### src/design/radial_vignette_flash_tint_unit_defines.svh
// assertion macros for the radial vignette flash tint unit
`ifndef RADIAL_VIGNETTE_FLASH_TINT_UNIT_DEFINES_SVH
`define RADIAL_VIGNETTE_FLASH_TINT_UNIT_DEFINES_SVH

`ifndef NO_ASSERTIONS
`define RVFT_ASSERT(lbl, prop, msg) \
  lbl: assert property (@(posedge clk_i) disable iff (!rst_ni) prop) else $error(msg);
`define RVFT_ASSERT_RST(lbl, prop, msg) \
  lbl: assert property (@(posedge clk_i) prop) else $error(msg);
`else
`define RVFT_ASSERT(lbl, prop, msg)
`define RVFT_ASSERT_RST(lbl, prop, msg)
`endif

`endif

### src/design/rvft_pkg.sv
package rvft_pkg;

  localparam int COORD_BITS = 12;
  localparam int FRAC_BITS  = 16;
  localparam int FIELD_W    = 12;
  localparam int INV_W      = 16;
  localparam int PIX_W      = 32;
  localparam int PROD_W     = COORD_BITS + INV_W;
  localparam int MAG_W      = (PROD_W > 31) ? 31 : PROD_W;
  localparam int SQ_W       = 2 * MAG_W;
  localparam int SUM_W      = SQ_W + 1;
  localparam int ROOT_W     = (SUM_W + 1) / 2;
  localparam int RAD_W      = 2 * ROOT_W;
  localparam int REM_W      = ROOT_W + 2;
  localparam int EDGE_W     = FRAC_BITS + 1;
  localparam int MIX_W      = 9;

  localparam int CFG_IDX_W  = 3;
  localparam int CFG_DATA_W = 16;

  localparam logic [15:0] INNER_RADIUS_RST = 16'd19661;
  localparam logic [15:0] RAMP_GAIN_RST    = 16'd1280;

  typedef enum logic [CFG_IDX_W-1:0] {
    CFG_FLASH_MIX     = 3'd0,
    CFG_TINT_STRENGTH = 3'd1,
    CFG_INV_WIDTH     = 3'd2,
    CFG_INV_HEIGHT    = 3'd3,
    CFG_INNER_RADIUS  = 3'd4,
    CFG_RAMP_GAIN     = 3'd5
  } cfg_idx_e;

  typedef struct packed {
    logic [MIX_W-1:0] flash_mix;
    logic [MIX_W-1:0] tint_strength;
    logic [15:0]      inv_width;
    logic [15:0]      inv_height;
    logic [15:0]      inner_radius;
    logic [15:0]      ramp_gain;
  } cfg_t;

  typedef struct packed {
    logic [SUM_W-1:0] rad;
    logic [PIX_W-1:0] pix;
  } sum_t;

  typedef struct packed {
    logic [RAD_W-1:0]  rad;
    logic [REM_W-1:0]  rem;
    logic [ROOT_W-1:0] root;
    logic [PIX_W-1:0]  pix;
  } root_t;

  typedef struct packed {
    logic [ROOT_W-1:0] distance;
    logic [PIX_W-1:0]  pix;
  } dist_t;

endpackage

### src/design/rvft_sqrt_stage.sv
module rvft_sqrt_stage (
  input  logic            clk_i,
  input  logic            rst_ni,
  input  logic            en_i,
  input  logic            valid_i,
  input  rvft_pkg::root_t data_i,
  output logic            valid_o,
  output rvft_pkg::root_t data_o
);

  localparam int RW = rvft_pkg::RAD_W;
  localparam int EW = rvft_pkg::REM_W;
  localparam int QW = rvft_pkg::ROOT_W;

  logic [EW-1:0]   trial_rem, trial;
  logic            ge;
  rvft_pkg::root_t data_d, data_q;
  logic            valid_q;

  always_comb begin
    trial_rem   = {data_i.rem[EW-3:0], data_i.rad[RW-1:RW-2]};
    trial       = {data_i.root, 2'b01};
    ge          = trial_rem >= trial;
    data_d.rad  = {data_i.rad[RW-3:0], 2'b00};
    data_d.rem  = ge ? (trial_rem - trial) : trial_rem;
    data_d.root = {data_i.root[QW-2:0], ge};
    data_d.pix  = data_i.pix;
  end

  always_ff @(posedge clk_i or negedge rst_ni) begin
    if (!rst_ni) begin
      valid_q <= 1'b0;
    end else if (en_i) begin
      valid_q <= valid_i;
    end
  end

  always_ff @(posedge clk_i) begin
    if (en_i) begin
      data_q <= data_d;
    end
  end

  assign valid_o = valid_q;
  assign data_o  = data_q;

endmodule

### config.mk
export PLATFORM = sky130hd
export DESIGN_NAME = rvft_sqrt_stage
export DESIGN_NICKNAME = d
export VERILOG_FILES = /design/src/design/radial_vignette_flash_tint_unit_defines.svh /design/src/design/rvft_pkg.sv /design/src/design/rvft_sqrt_stage.sv
export SDC_FILE = /design/constraint.sdc
export NUM_CORES = 1
export LEC_CHECK = 0
export BUFFER_PORTS_ARGS = -buffer_cell sky130_fd_sc_hd__buf_2
export CORE_ASPECT_RATIO = 1.5
export CORE_MARGIN = 3
export CORE_UTILIZATION = 35
export DETAILED_ROUTE_END_ITERATION = 6
export GPL_ROUTABILITY_DRIVEN = 0
export PLACE_DENSITY = 0.65
export SLEW_MARGIN = 0
export SYNTH_ARGS = -nofsm -noshare
export SYNTH_HDL_FRONTEND = slang
export SYNTH_SLANG_ARGS = --single-unit
### constraint.sdc
create_clock -name clk_i -period 1.22 [get_ports clk_i]
set_input_delay 0.061 -clock clk_i [delete_from_list [all_inputs] [get_ports clk_i]]
set_output_delay 0.061 -clock clk_i [all_outputs]
set_load 0.02 [all_outputs]
==> results of run 1 <==
## routing by layer
layer  vias up  share of wire
li1       2863              -
met1      2855           0.34
met2       243           0.54
met3        44          0.082
met4         4          0.032
met5         -         0.0011
## sequential cells by signal, indices dropped and copies added, names as in the netlist
signal   count
valid_o      1
data_o     148
## worst max-delay path: cells and delay by family
family | cells | cell delay (ps)
multiplexers | 1 | 300
AO/OA/AOI/OAI | 2 | 350
AND/OR/NAND/NOR | 3 | 910
adder cells (fa/ha/maj) | 1 | 280
buffers and inverters | 2 | 270
## worst paths after layout
path                       startpoint         end  slack [ps]  cells after the start
setup / recovery           data_i[81]  data_o[68]        -800                      9
hold / removal                   en_i  data_o[88]          20                      1
setup reg to reg              valid_o     valid_o         420                      1
hold reg to reg               valid_o     valid_o         580                      1
max in group asynchronous      rst_ni     valid_o         580                      3
min in group asynchronous      rst_ni     valid_o         520                      3
## power by group through the flow
stage	combinational [mW]	sequential, mW	clock (mW)
after CTS	4.06	6.32	5.13
after floorplan	1.30	7.06	0
after global routing	4.43	6.38	5.29
final	4.16	6.34	4.99
after detailed placement	3.51	6.43	0
after global placement	3.48	6.42	0
## metrics by stage
step	instance area, sq um	hold WS, ps
after CTS	11900	11.8
after floorplan	7070	-235
after global placement	9670	-164
after global routing	12100	21.8
after detailed placement	9670	-163
final	12100	23.6
## synth_stat cells (3+ instances only)
master,instances,share of area
a211oi_1,6,0.0067
a21o_1,7,0.0078
a21oi_1,33,0.024
a31oi_1,4,0.0037
and3_1,8,0.0074
buf_4,4,0.0044
buf_6,3,0.0050
clkbuf_1,7,0.0039
edfxtp_1,148,0.66
ha_1,31,0.057
inv_1,40,0.022
mux2_4,27,0.060
nand2_1,21,0.012
nand2b_1,3,0.0028
nand3_1,9,0.0067
nand4_1,10,0.0093
nor2_1,14,0.0078
nor3_1,4,0.0030
o211ai_1,5,0.0056
o21a_1,5,0.0056
o21ai_0,13,0.0096
o21bai_1,3,0.0033
xnor2_1,18,0.023
xor2_1,10,0.013
## final cells by class
type / count / area [sq um]
Timing Repair Buffer: 560 / 4010
Antenna cell: 3 / 7.51
Inverter: 40 / 173
Tap cell: 252 / 315
Clock inverter: 14 / 138
Sequential cell: 149 / 4470
Clock buffer: 18 / 429
Multi-Input combinational cell: 257 / 2530
Fill cell: 1407 / 6700
## kinds of logic after synthesis
kind of cell               count (synthesis)
xor gates and xnor gates                  28
DFF                                      149
buffers and inverters                     56
AOI/OAI and AO/OA                         88
and+or+nand+nor                           78
muxes                                     30
adders and majority gates                 31
other                                      1
## what timing repair did
item,in CTS,in global routing
buffers inserted,11,6
hold buffers,139,0
pin swaps,18,6
resized for setup,60,33
cloned,1,0
endpoints found under the hold margin,138,0
endpoints found under the setup margin,32,32
==> metrics.md, run 1 <==
| Metric | Value |
|---|---|
| Status | `finished, violations left` |
| Failing checks | `setup timing` |
| Sequential Power Share | `0.409` |
| Pre-CTS setup slack | `-1360 ps` |
| Post-Syn Area | `6760 sq um` |
| Via count | `6009` |
| Clock Tree Root | `clkbuf_16` |
| Startpoint types | `primary input` |
| Initial Util | `0.360` |
| Routed vias/inst | `4.65` |
| Max-cap violations | `0` |
| CP Capture Type | `flop` |
| Boundary pin count | `305` |
| Clock power frac | `0.322` |
| Post-Route WL | `between 20 and 25 mm` |
| 1st-pass router iterations | `4` |
| Htree depth | `4` |
| CP max stage delay | `430 ps` |
| Setup WS post-layout | `-796 ps` |
| Most frequent cells in the layout | `buf_2, edfxtp_1, dlygate4sd3_1` |
| Crit Path Class | `primary input to flop` |
| Compound-Gate Fraction of Synth Area | `0.0842` |
| Commonest non-fill, non-tap cell in the layout | `buf_2` |
| CTS tree | `done` |
| Largest family of logic cells by synthesized area | `compound AO/OA/AOI/OAI gates` |
| Period utilisation layout | `1.65` |
| Final HPWL DP | `16.6 mm` |
| Peak supply drop | `~0.73 mV` |
| Drt initial violations | `406` |
| Critical path's slowest cell | `or4_4` |
| CTS sink cnt | `approximately 150` |
| Async S/R FF share, synth | `0.00671` |
| Skew final | `0 ps` |
| Vias in the first global route | `6400` |
| Yosys cell types | `49` |
| Sw frac | `0.293` |
| Worst EP required | `1390 ps` |
| Worst-path clk slew | `70 ps` |
| Dominant synthesized flop cell | `edfxtp_1` |
| Total GRT Usage | `0.224` |
| Leak | `~5.3 nW` |
| Comb power frac | `0.268` |
| Met2 usage | `0.425` |
| Adder-cell share of the synthesized area | `0.0574` |
| Multiplexer share of the synthesized area | `0.0648` |
| Simple-gate share of the synthesized area | `0.0585` |
| Largest net degree at the start of global routing | `41` |
| Met1 Resource Use GR | `0.216` |
| FP Rows | `61` |
| Sequential area share after synthesis | `0.661` |
| Power density over the cells | `approximately 1300 nW/um^2` |
| Clock buffer depth | `2` |
| CP arrival | `2180 ps` |
| GR peak layer | `met2` |
| CTS Buf Count | `17` |
| Syn Area/Cell | `14.7 sq um` |
| Placed insts | `1108` |
| Met3 usage | `0.0776` |
| Total die area | `approximately 21000 sq um` |
| Post-route ant nets | `0` |
| Finished Layout Cells | `between 1000 and 1500` |
| Worst skew pair latency | `420 ps` |
| Total negative slack | `-24580 ps` |
| Die height | `around 180 microns` |
| Pins over their slew limit | `0` |
| Gr ovfl total | `0` |
| P_sw | `between 4 and 5 mW` |
| Area growth, synth to finish | `78.7%` |
| WL per Instance | `18.6 microns` |
| Core footprint | `18800 sq um` |
| Post-route DRC | `0` |
| EDFF count, synth | `about 150` |
| Total power | `15.5 mW` |
| Crit-path max FO | `7` |
| Final setup viols | `32` |
| Die width | `between 100 and 150 microns` |
| Cell count after synthesis | `461` |
| Final #Nets | `1210` |
| Count of state elements after synthesis | `149` |
| First-pass GRT wire length | `35.4 mm` |
| Post-Synth XOR/XNOR Area | `0.0363` |
| IO Port Bufs | `300` |
| Final Util | `0.643` |
| RSZ-0062 raised after global routing | `true` |
| Final-report hold violation count | `0` |
| Hold Path Class | `primary input to flop` |
| Yosys warning total | `0` |
| Min Tclk post-route | `between 2000 and 2500 ps` |
| Highest clock rate | `about 500 MHz` |
| Internal power | `11.0 mW` |
| Cells along the critical path | `buf_6, ha_4, nand4_1, or3_4, or4_4, o31ai_4, a21oi_4, buf_8, mux2_4` |
| Antenna violations before repair | `5` |
| Share of layout cells above drive strength 1 | `0.537` |
No activity file was read; power rests on OpenSTA's default activity.
==> inputs of run 2 (changes only) <==
PLACE_DENSITY = 0.6   (was 0.65)
SLEW_MARGIN = 40   (was 0)
clock period = 1.96 ns   (was 1.22 ns; I/O delays follow)
==> run 2 against run 1 <==
Against the previous run:
- the flow still finishes with violations (setup timing)
- register-to-register slack gained 750 ps
- global-route usage up 0.27 points
- die area stayed put
- sequential power fell by 38%
- critical path type unchanged
- total power down 38%
- clock skew unchanged
- critical path depth grew 2
- first-iteration DRC count is 24% lower
- worst hold slack got worse by 2.8 ps
- sequential cell count is the same
- largest cell class unchanged
- non-clock buffer count fell by 13
==> metrics.md, run 2 (synthesis results as in run 1) <==
| Metric | Value |
|---|---|
| Status | `finished, violations left (unchanged)` |
| RSZ-0062 raised after global routing | `true (unchanged)` |
| CTS sink cnt | `149 (unchanged)` |
| CTS Buf Count | `17 (unchanged)` |
| Pre-CTS setup slack | `-654 ps (was -1360 ps)` |
| Commonest non-fill, non-tap cell in the layout | `buf_2 (unchanged)` |
| Multi-input gate area | `2460 sq um (was 2530 sq um)` |
| Crit-path max FO | `6 (was 7)` |
| CP arrival | `2340 ps (was 2180 ps)` |
| Power density over the cells | `814 nW/um^2 (was 1280 nW/um^2)` |
| Total die area | `21000 sq um (unchanged)` |
| Initial Util | `0.360 (unchanged)` |
| Area growth, synth to finish | `75.3% (was 78.7%)` |
| Failing checks | `setup timing (unchanged)` |
| Worst skew pair latency | `420 ps (about the same)` |
| Boundary pin count | `305 (unchanged)` |
| Share of layout cells above drive strength 1 | `0.538 (was 0.537)` |
| Filler instances | `1460 (was 1407)` |
| Gr ovfl total | `0 (unchanged)` |
| Delay-heaviest family, CP | `simple AND/OR/NAND/NOR gates (unchanged)` |
| Final setup viols | `30 (was 32)` |
| Antenna violations before repair | `2 (was 5)` |
| Total power | `9.64 mW (was 15.5 mW)` |
| Peak supply drop | `0.411 mV (was 0.734 mV)` |
| Number of flip-flops in the largest register | `148 (unchanged)` |
| Post-route DRC | `0 (unchanged)` |
| Pins over their slew limit | `0 (unchanged)` |
| Total negative slack | `-4440 ps (was -24580 ps)` |
| FP Rows | `61 (unchanged)` |
| Placed Area | `9610 sq um (was 9670 sq um)` |
| Die width | `119 microns (unchanged)` |
| Placed insts | `1105 (was 1108)` |
| Register area | `4470 sq um (unchanged)` |
| Die height | `176 microns (unchanged)` |
| Cells along the critical path | `buf_6, inv_6, ha_4, nand4_1, or3_4, or4_4, o31ai_4, a21oi_4, buf_12, buf_12, mux2_4 (was buf_6, ha_4, nand4_1, or3_4, or4_4, o31ai_4, a21oi_4, buf_8, mux2_4)` |
| R2R Setup Slk | `1170 ps (was 420 ps)` |
| Crit Path Class | `primary input to flop (unchanged)` |
| Fin area | `11800 sq um (was 12100 sq um)` |
| CP Capture Type | `flop (unchanged)` |
| WL per Instance | `18.9 microns (was 18.6 microns)` |
| Startpoint types | `primary input (unchanged)` |
| IO Port Bufs | `300 (unchanged)` |
| Hold Path Class | `primary input to flop (unchanged)` |
| Critical path's slowest cell | `or4_4 (unchanged)` |
| Worst-path clk slew | `70 ps (about the same)` |
| Post-route ant nets | `0 (unchanged)` |
| Drt initial violations | `307 (was 406)` |
| Skew final | `0 ps (unchanged)` |
| Final-report hold violation count | `0 (unchanged)` |
| Period utilisation layout | `1.10` |
| Leak | `5.25 nW (was 5.32 nW)` |
| Worst EP required | `2130 ps (was 1390 ps)` |
| 1st-pass router iterations | `4 (unchanged)` |
| Final HPWL DP | `16.5 mm (was 16.6 mm)` |
| Final #Nets | `1197 (was 1210)` |
| Core footprint | `18800 sq um (unchanged)` |
| First-pass GRT wire length | `36.5 mm (was 35.4 mm)` |
| CTS tree | `done (unchanged)` |
| Buf+Inv Stages, Crit Path | `4 (was 2)` |
| Htree depth | `4 (unchanged)` |
| Most frequent cells in the layout | `buf_2, edfxtp_1, dlygate4sd3_1 (unchanged)` |
| Clock Tree Root | `clkbuf_16 (unchanged)` |
| Vias in the first global route | `6671 (was 6400)` |
| Max-cap violations | `0 (unchanged)` |
| Via count | `6055 (was 6009)` |
| Total GRT Usage | `0.227 (was 0.224)` |
| Largest net degree at the start of global routing | `53 (was 41)` |
| Highest clock rate | `462 MHz` |
| Post-Route WL | `24.1 mm (about the same)` |
| N_diodes | `0 (was 3)` |
| Most frequent CP cell | `buf_12` |
| Min Hold Slack | `20.9 ps (was 23.6 ps)` |
| Clock buffer depth | `2 (unchanged)` |
| Routed vias/inst | `4.74 (was 4.65)` |
| CP max stage delay | `430 ps (about the same)` |
| Min Tclk post-route | `2160 ps` |
| Final Util | `0.631 (was 0.643)` |
| Setup WS post-layout | `-203 ps (was -796 ps)` |
| Finished Layout Cells | `1277 (was 1293)` |
==> run 2: timing repair <==
item,4_1_cts,5_1_grt
endpoints found under the hold margin,124,1
buffers inserted,14,3
endpoints found under the setup margin,30,32
cloned,2,0
hold buffers,124,1
pin swaps,0,14
resized for setup,44,24
==> run 2: cell type report <==
class | instances | area share
Clock buffer | 18 | 0.0362
Sequential cell | 149 | 0.377
Tap cell | 252 | 0.0266
Inverter | 40 | 0.0146
Multi-Input combinational cell | 257 | 0.208
Timing Repair Buffer | 547 | 0.326
Clock inverter | 14 | 0.0118
==> run 2: power breakdown <==
| part | total, mW | switching (mW) | internal (mW) |
|---|---|---|---|
| registers | 3.95 | 0.0923 | 3.86 |
| clock network | 3.14 | 1.45 | 1.69 |
| logic | 2.55 | 1.30 | 1.26 |
| total | 9.64 | 2.84 | 6.80 |
==> run 2: layer usage <==
metal,GRT usage,routed length [microns]
met1,0.216,8220
met2,0.431,12900
met3,0.0824,2090
met4,0.0965,893
met5,0,13
==> run 2: path summary, 6_finish.rpt <==
| check | startpoint | cells after the start | end |
|---|---|---|---|
| setup / recovery | data_i[50] | 11 | data_o[86] |
| hold / removal | data_i[62] | 2 | data_o[64] |
| setup reg to reg | valid_o | 1 | valid_o |
| hold reg to reg | valid_o | 1 | valid_o |
| max in group asynchronous | rst_ni | 3 | valid_o |
| min in group asynchronous | rst_ni | 3 | valid_o |
==> inputs of run 3 (changes only) <==
ABC_CLOCK_PERIOD_IN_PS = 1960   (was default)
MAX_ROUTING_LAYER = met4   (was default)
SETUP_SLACK_MARGIN = 0.3   (was default)
==> run 3 against run 2 <==
Against the previous run:
- the flow still finishes with violations (setup timing)
- highest routed layer is now met4
- total power rose by 0.86%
- worst setup slack got worse by 24 ps
- first-iteration DRC count rose by 5.2%
- cell count rose by 0.70%
- global-route usage rose by 0.66 points
==> metrics.md, run 3 (synthesis results as in run 1) <==
| Metric | Value |
|---|---|
| Status | `finished, violations left (unchanged)` |
| Failing checks | `setup timing (unchanged)` |
| Die width | `119 microns (unchanged)` |
| CP max stage delay | `430 ps (about the same)` |
| CTS Buf Count | `17 (unchanged)` |
| Most frequent cells in the layout | `buf_2, edfxtp_1, dlygate4sd3_1 (unchanged)` |
| Post-route ant nets | `0 (unchanged)` |
| Min Hold Slack | `21.8 ps (was 20.9 ps)` |
| Hold EP | `data_o[66] (was data_o[64])` |
| Commonest non-fill, non-tap cell in the layout | `buf_2 (unchanged)` |
| Crit-path max FO | `4 (was 6)` |
| Worst hold path startpoint | `data_i[64] (was data_i[62])` |
| Worst skew pair latency | `420 ps (about the same)` |
| Die height | `176 microns (unchanged)` |
| Power density over the cells | `812 nW/um^2 (was 814 nW/um^2)` |
| RSZ-0062 raised after global routing | `true (unchanged)` |
| Critical Path Source | `data_i[52] (was data_i[50])` |
| Final setup viols | `32 (was 30)` |
| R2R Path End | `valid_o (unchanged)` |
| Startpoint types | `primary input (unchanged)` |
| Worst-path clk slew | `60 ps (was 70 ps)` |
| CP Capture Type | `flop (unchanged)` |
| Initial Util | `0.360 (unchanged)` |
| Post-Route WL | `24.4 mm (was 24.1 mm)` |
| CP arrival | `2360 ps (was 2340 ps)` |
| Final HPWL DP | `16.5 mm (unchanged)` |
| Peak supply drop | `0.410 mV (was 0.411 mV)` |
| CTS sink cnt | `149 (unchanged)` |
| Drt initial violations | `323 (was 307)` |
| Antenna violations before repair | `2 (unchanged)` |
| RR Startpoint | `valid_o (unchanged)` |
| First-pass GRT wire length | `36.5 mm (about the same)` |
| IO Port Bufs | `300 (unchanged)` |
| Reg2Reg Depth | `1 (unchanged)` |
| Share of layout cells above drive strength 1 | `0.540 (was 0.538)` |
| Worst EP required | `2130 ps (about the same)` |
| Gr ovfl total | `0 (unchanged)` |
| Cells along the critical path | `buf_8, inv_6, ha_4, nand4_1, or3_4, or4_4, o31ai_4, a21oi_4, buf_6, clkbuf_16, mux2_4 (was buf_6, inv_6, ha_4, nand4_1, or3_4, or4_4, o31ai_4, a21oi_4, buf_12, buf_12, mux2_4)` |
| Clock buffer depth | `2 (unchanged)` |
| Total negative slack | `-6340 ps (was -4440 ps)` |
| Number of flip-flops in the largest register | `148 (unchanged)` |
| Highest clock rate | `457 MHz (was 462 MHz)` |
| Vias in the first global route | `6656 (was 6671)` |
| Final #Nets | `1204 (was 1197)` |
| Routed vias/inst | `4.76 (was 4.74)` |
| Worst Hold Path Cells | `2 (unchanged)` |
| R2R Setup Slk | `1160 ps (was 1170 ps)` |
| Final Util | `0.638 (was 0.631)` |
| Hold Path Class | `primary input to flop (unchanged)` |
| Largest net degree at the start of global routing | `53 (unchanged)` |
| Htree depth | `4 (unchanged)` |
| Skew final | `0 ps (unchanged)` |
| CTS tree | `done (unchanged)` |
| Pins over their slew limit | `0 (unchanged)` |
| Boundary pin count | `305 (unchanged)` |
| WL per Instance | `19.0 microns (was 18.9 microns)` |
| Final-report hold violation count | `0 (unchanged)` |
| Leak | `5.31 nW (was 5.25 nW)` |
| Max-cap violations | `0 (unchanged)` |
| Crit Path Class | `primary input to flop (unchanged)` |
| Via count | `6124 (was 6055)` |
| Period utilisation layout | `1.12 (was 1.10)` |
| 1st-pass router iterations | `4 (unchanged)` |
| Total die area | `21000 sq um (unchanged)` |
| Placed Area | `9610 sq um (unchanged)` |
| Fin area | `12000 sq um (was 11800 sq um)` |
| FP Rows | `61 (unchanged)` |
| Min Tclk post-route | `2190 ps (was 2160 ps)` |
| Total GRT Usage | `0.233 (was 0.227)` |
| Core footprint | `18800 sq um (unchanged)` |
| Critical path's slowest cell | `or4_4 (unchanged)` |
| Setup WS post-layout | `-228 ps (was -203 ps)` |
| Clock Tree Root | `clkbuf_16 (unchanged)` |
| Post-route DRC | `0 (unchanged)` |
| Area growth, synth to finish | `77.3% (was 75.3%)` |
==> run 3: cell types whose count changed in the layout (fill, tap and decap cells not counted) <==
cell | before | now
a21oi_1 | 22 | 23
a21oi_2 | 9 | 8
buf_12 | 5 | 6
buf_16 | 1 | 2
buf_4 | 113 | 114
buf_6 | 15 | 17
clkbuf_16 | 17 | 19
diode_2 | 0 | 2
inv_1 | 24 | 25
inv_2 | 11 | 10
o221ai_1 | 1 | 0
o221ai_2 | 0 | 1
==> run 3: cell type report <==
class | count | area (sq um)
Fill cell | 1448 | 6790
Sequential cell | 149 | 4470
Timing Repair Buffer | 554 | 3990
Multi-Input combinational cell | 257 | 2460
Clock buffer | 18 | 429
Tap cell | 252 | 315
Inverter | 40 | 173
Clock inverter | 14 | 140
Antenna cell | 2 | 5.00
==> run 3: repair_timing <==
action / CTS / global route
buffers inserted: 14 / 4
endpoints found under the hold margin: 124 / 1
pin swaps: 1 / 15
gates cloned: 2 / 2
hold buffers: 124 / 1
gates resized for setup: 46 / 23
setup endpoints to repair: 32 / 32
==> run 3: critical path: cells and delay by family <==
family	cells	cell delay [ps]
and+or+nand+nor	3	900
muxes	1	290
adders and majority gates	1	270
AOI/OAI and AO/OA	2	390
buffers and inverters	4	420
==> run 3: worst max-delay path by stage <==
stage / to / slack [ps] / depth (start not counted)
2_1_floorplan: data_o[63] / -440 / 10
3_3_place_gp: data_o[86] / -620 / 12
3_5_place_dp: data_o[76] / -650 / 12
4_1_cts: data_o[70] / -190 / 13
5_1_grt: data_o[67] / -270 / 12
6_report: data_o[63] / -230 / 11
==> run 3: stage by stage <==
step,power (mW),worst slack (ps),std cells
after floorplan,5.20,-442,462
after CTS,9.68,-188,1277
after detailed placement,6.18,-654,1105
final,9.73,-228,1286
after global placement,6.15,-618,1105
after global routing,10.1,-272,1286
==> run 3: where the power goes <==
group | switching [mW] | total (mW) | internal, mW | leakage (nW)
Clock | 1.46 | 3.15 | 1.69 | 0.273
Combinational | 1.32 | 2.63 | 1.31 | 3.58
Sequential | 0.0930 | 3.95 | 3.86 | 1.46
Total | 2.87 | 9.73 | 6.86 | 5.31
==> run 3: per-layer routing <==
metal | share of wire | up-vias | global-route usage
li1 | - | 2850 | -
met4 | 0.039 | 0 | 0.0975
met5 | 0 | - | -
met1 | 0.34 | 2928 | 0.219
met2 | 0.54 | 281 | 0.430
met3 | 0.085 | 65 | 0.0792
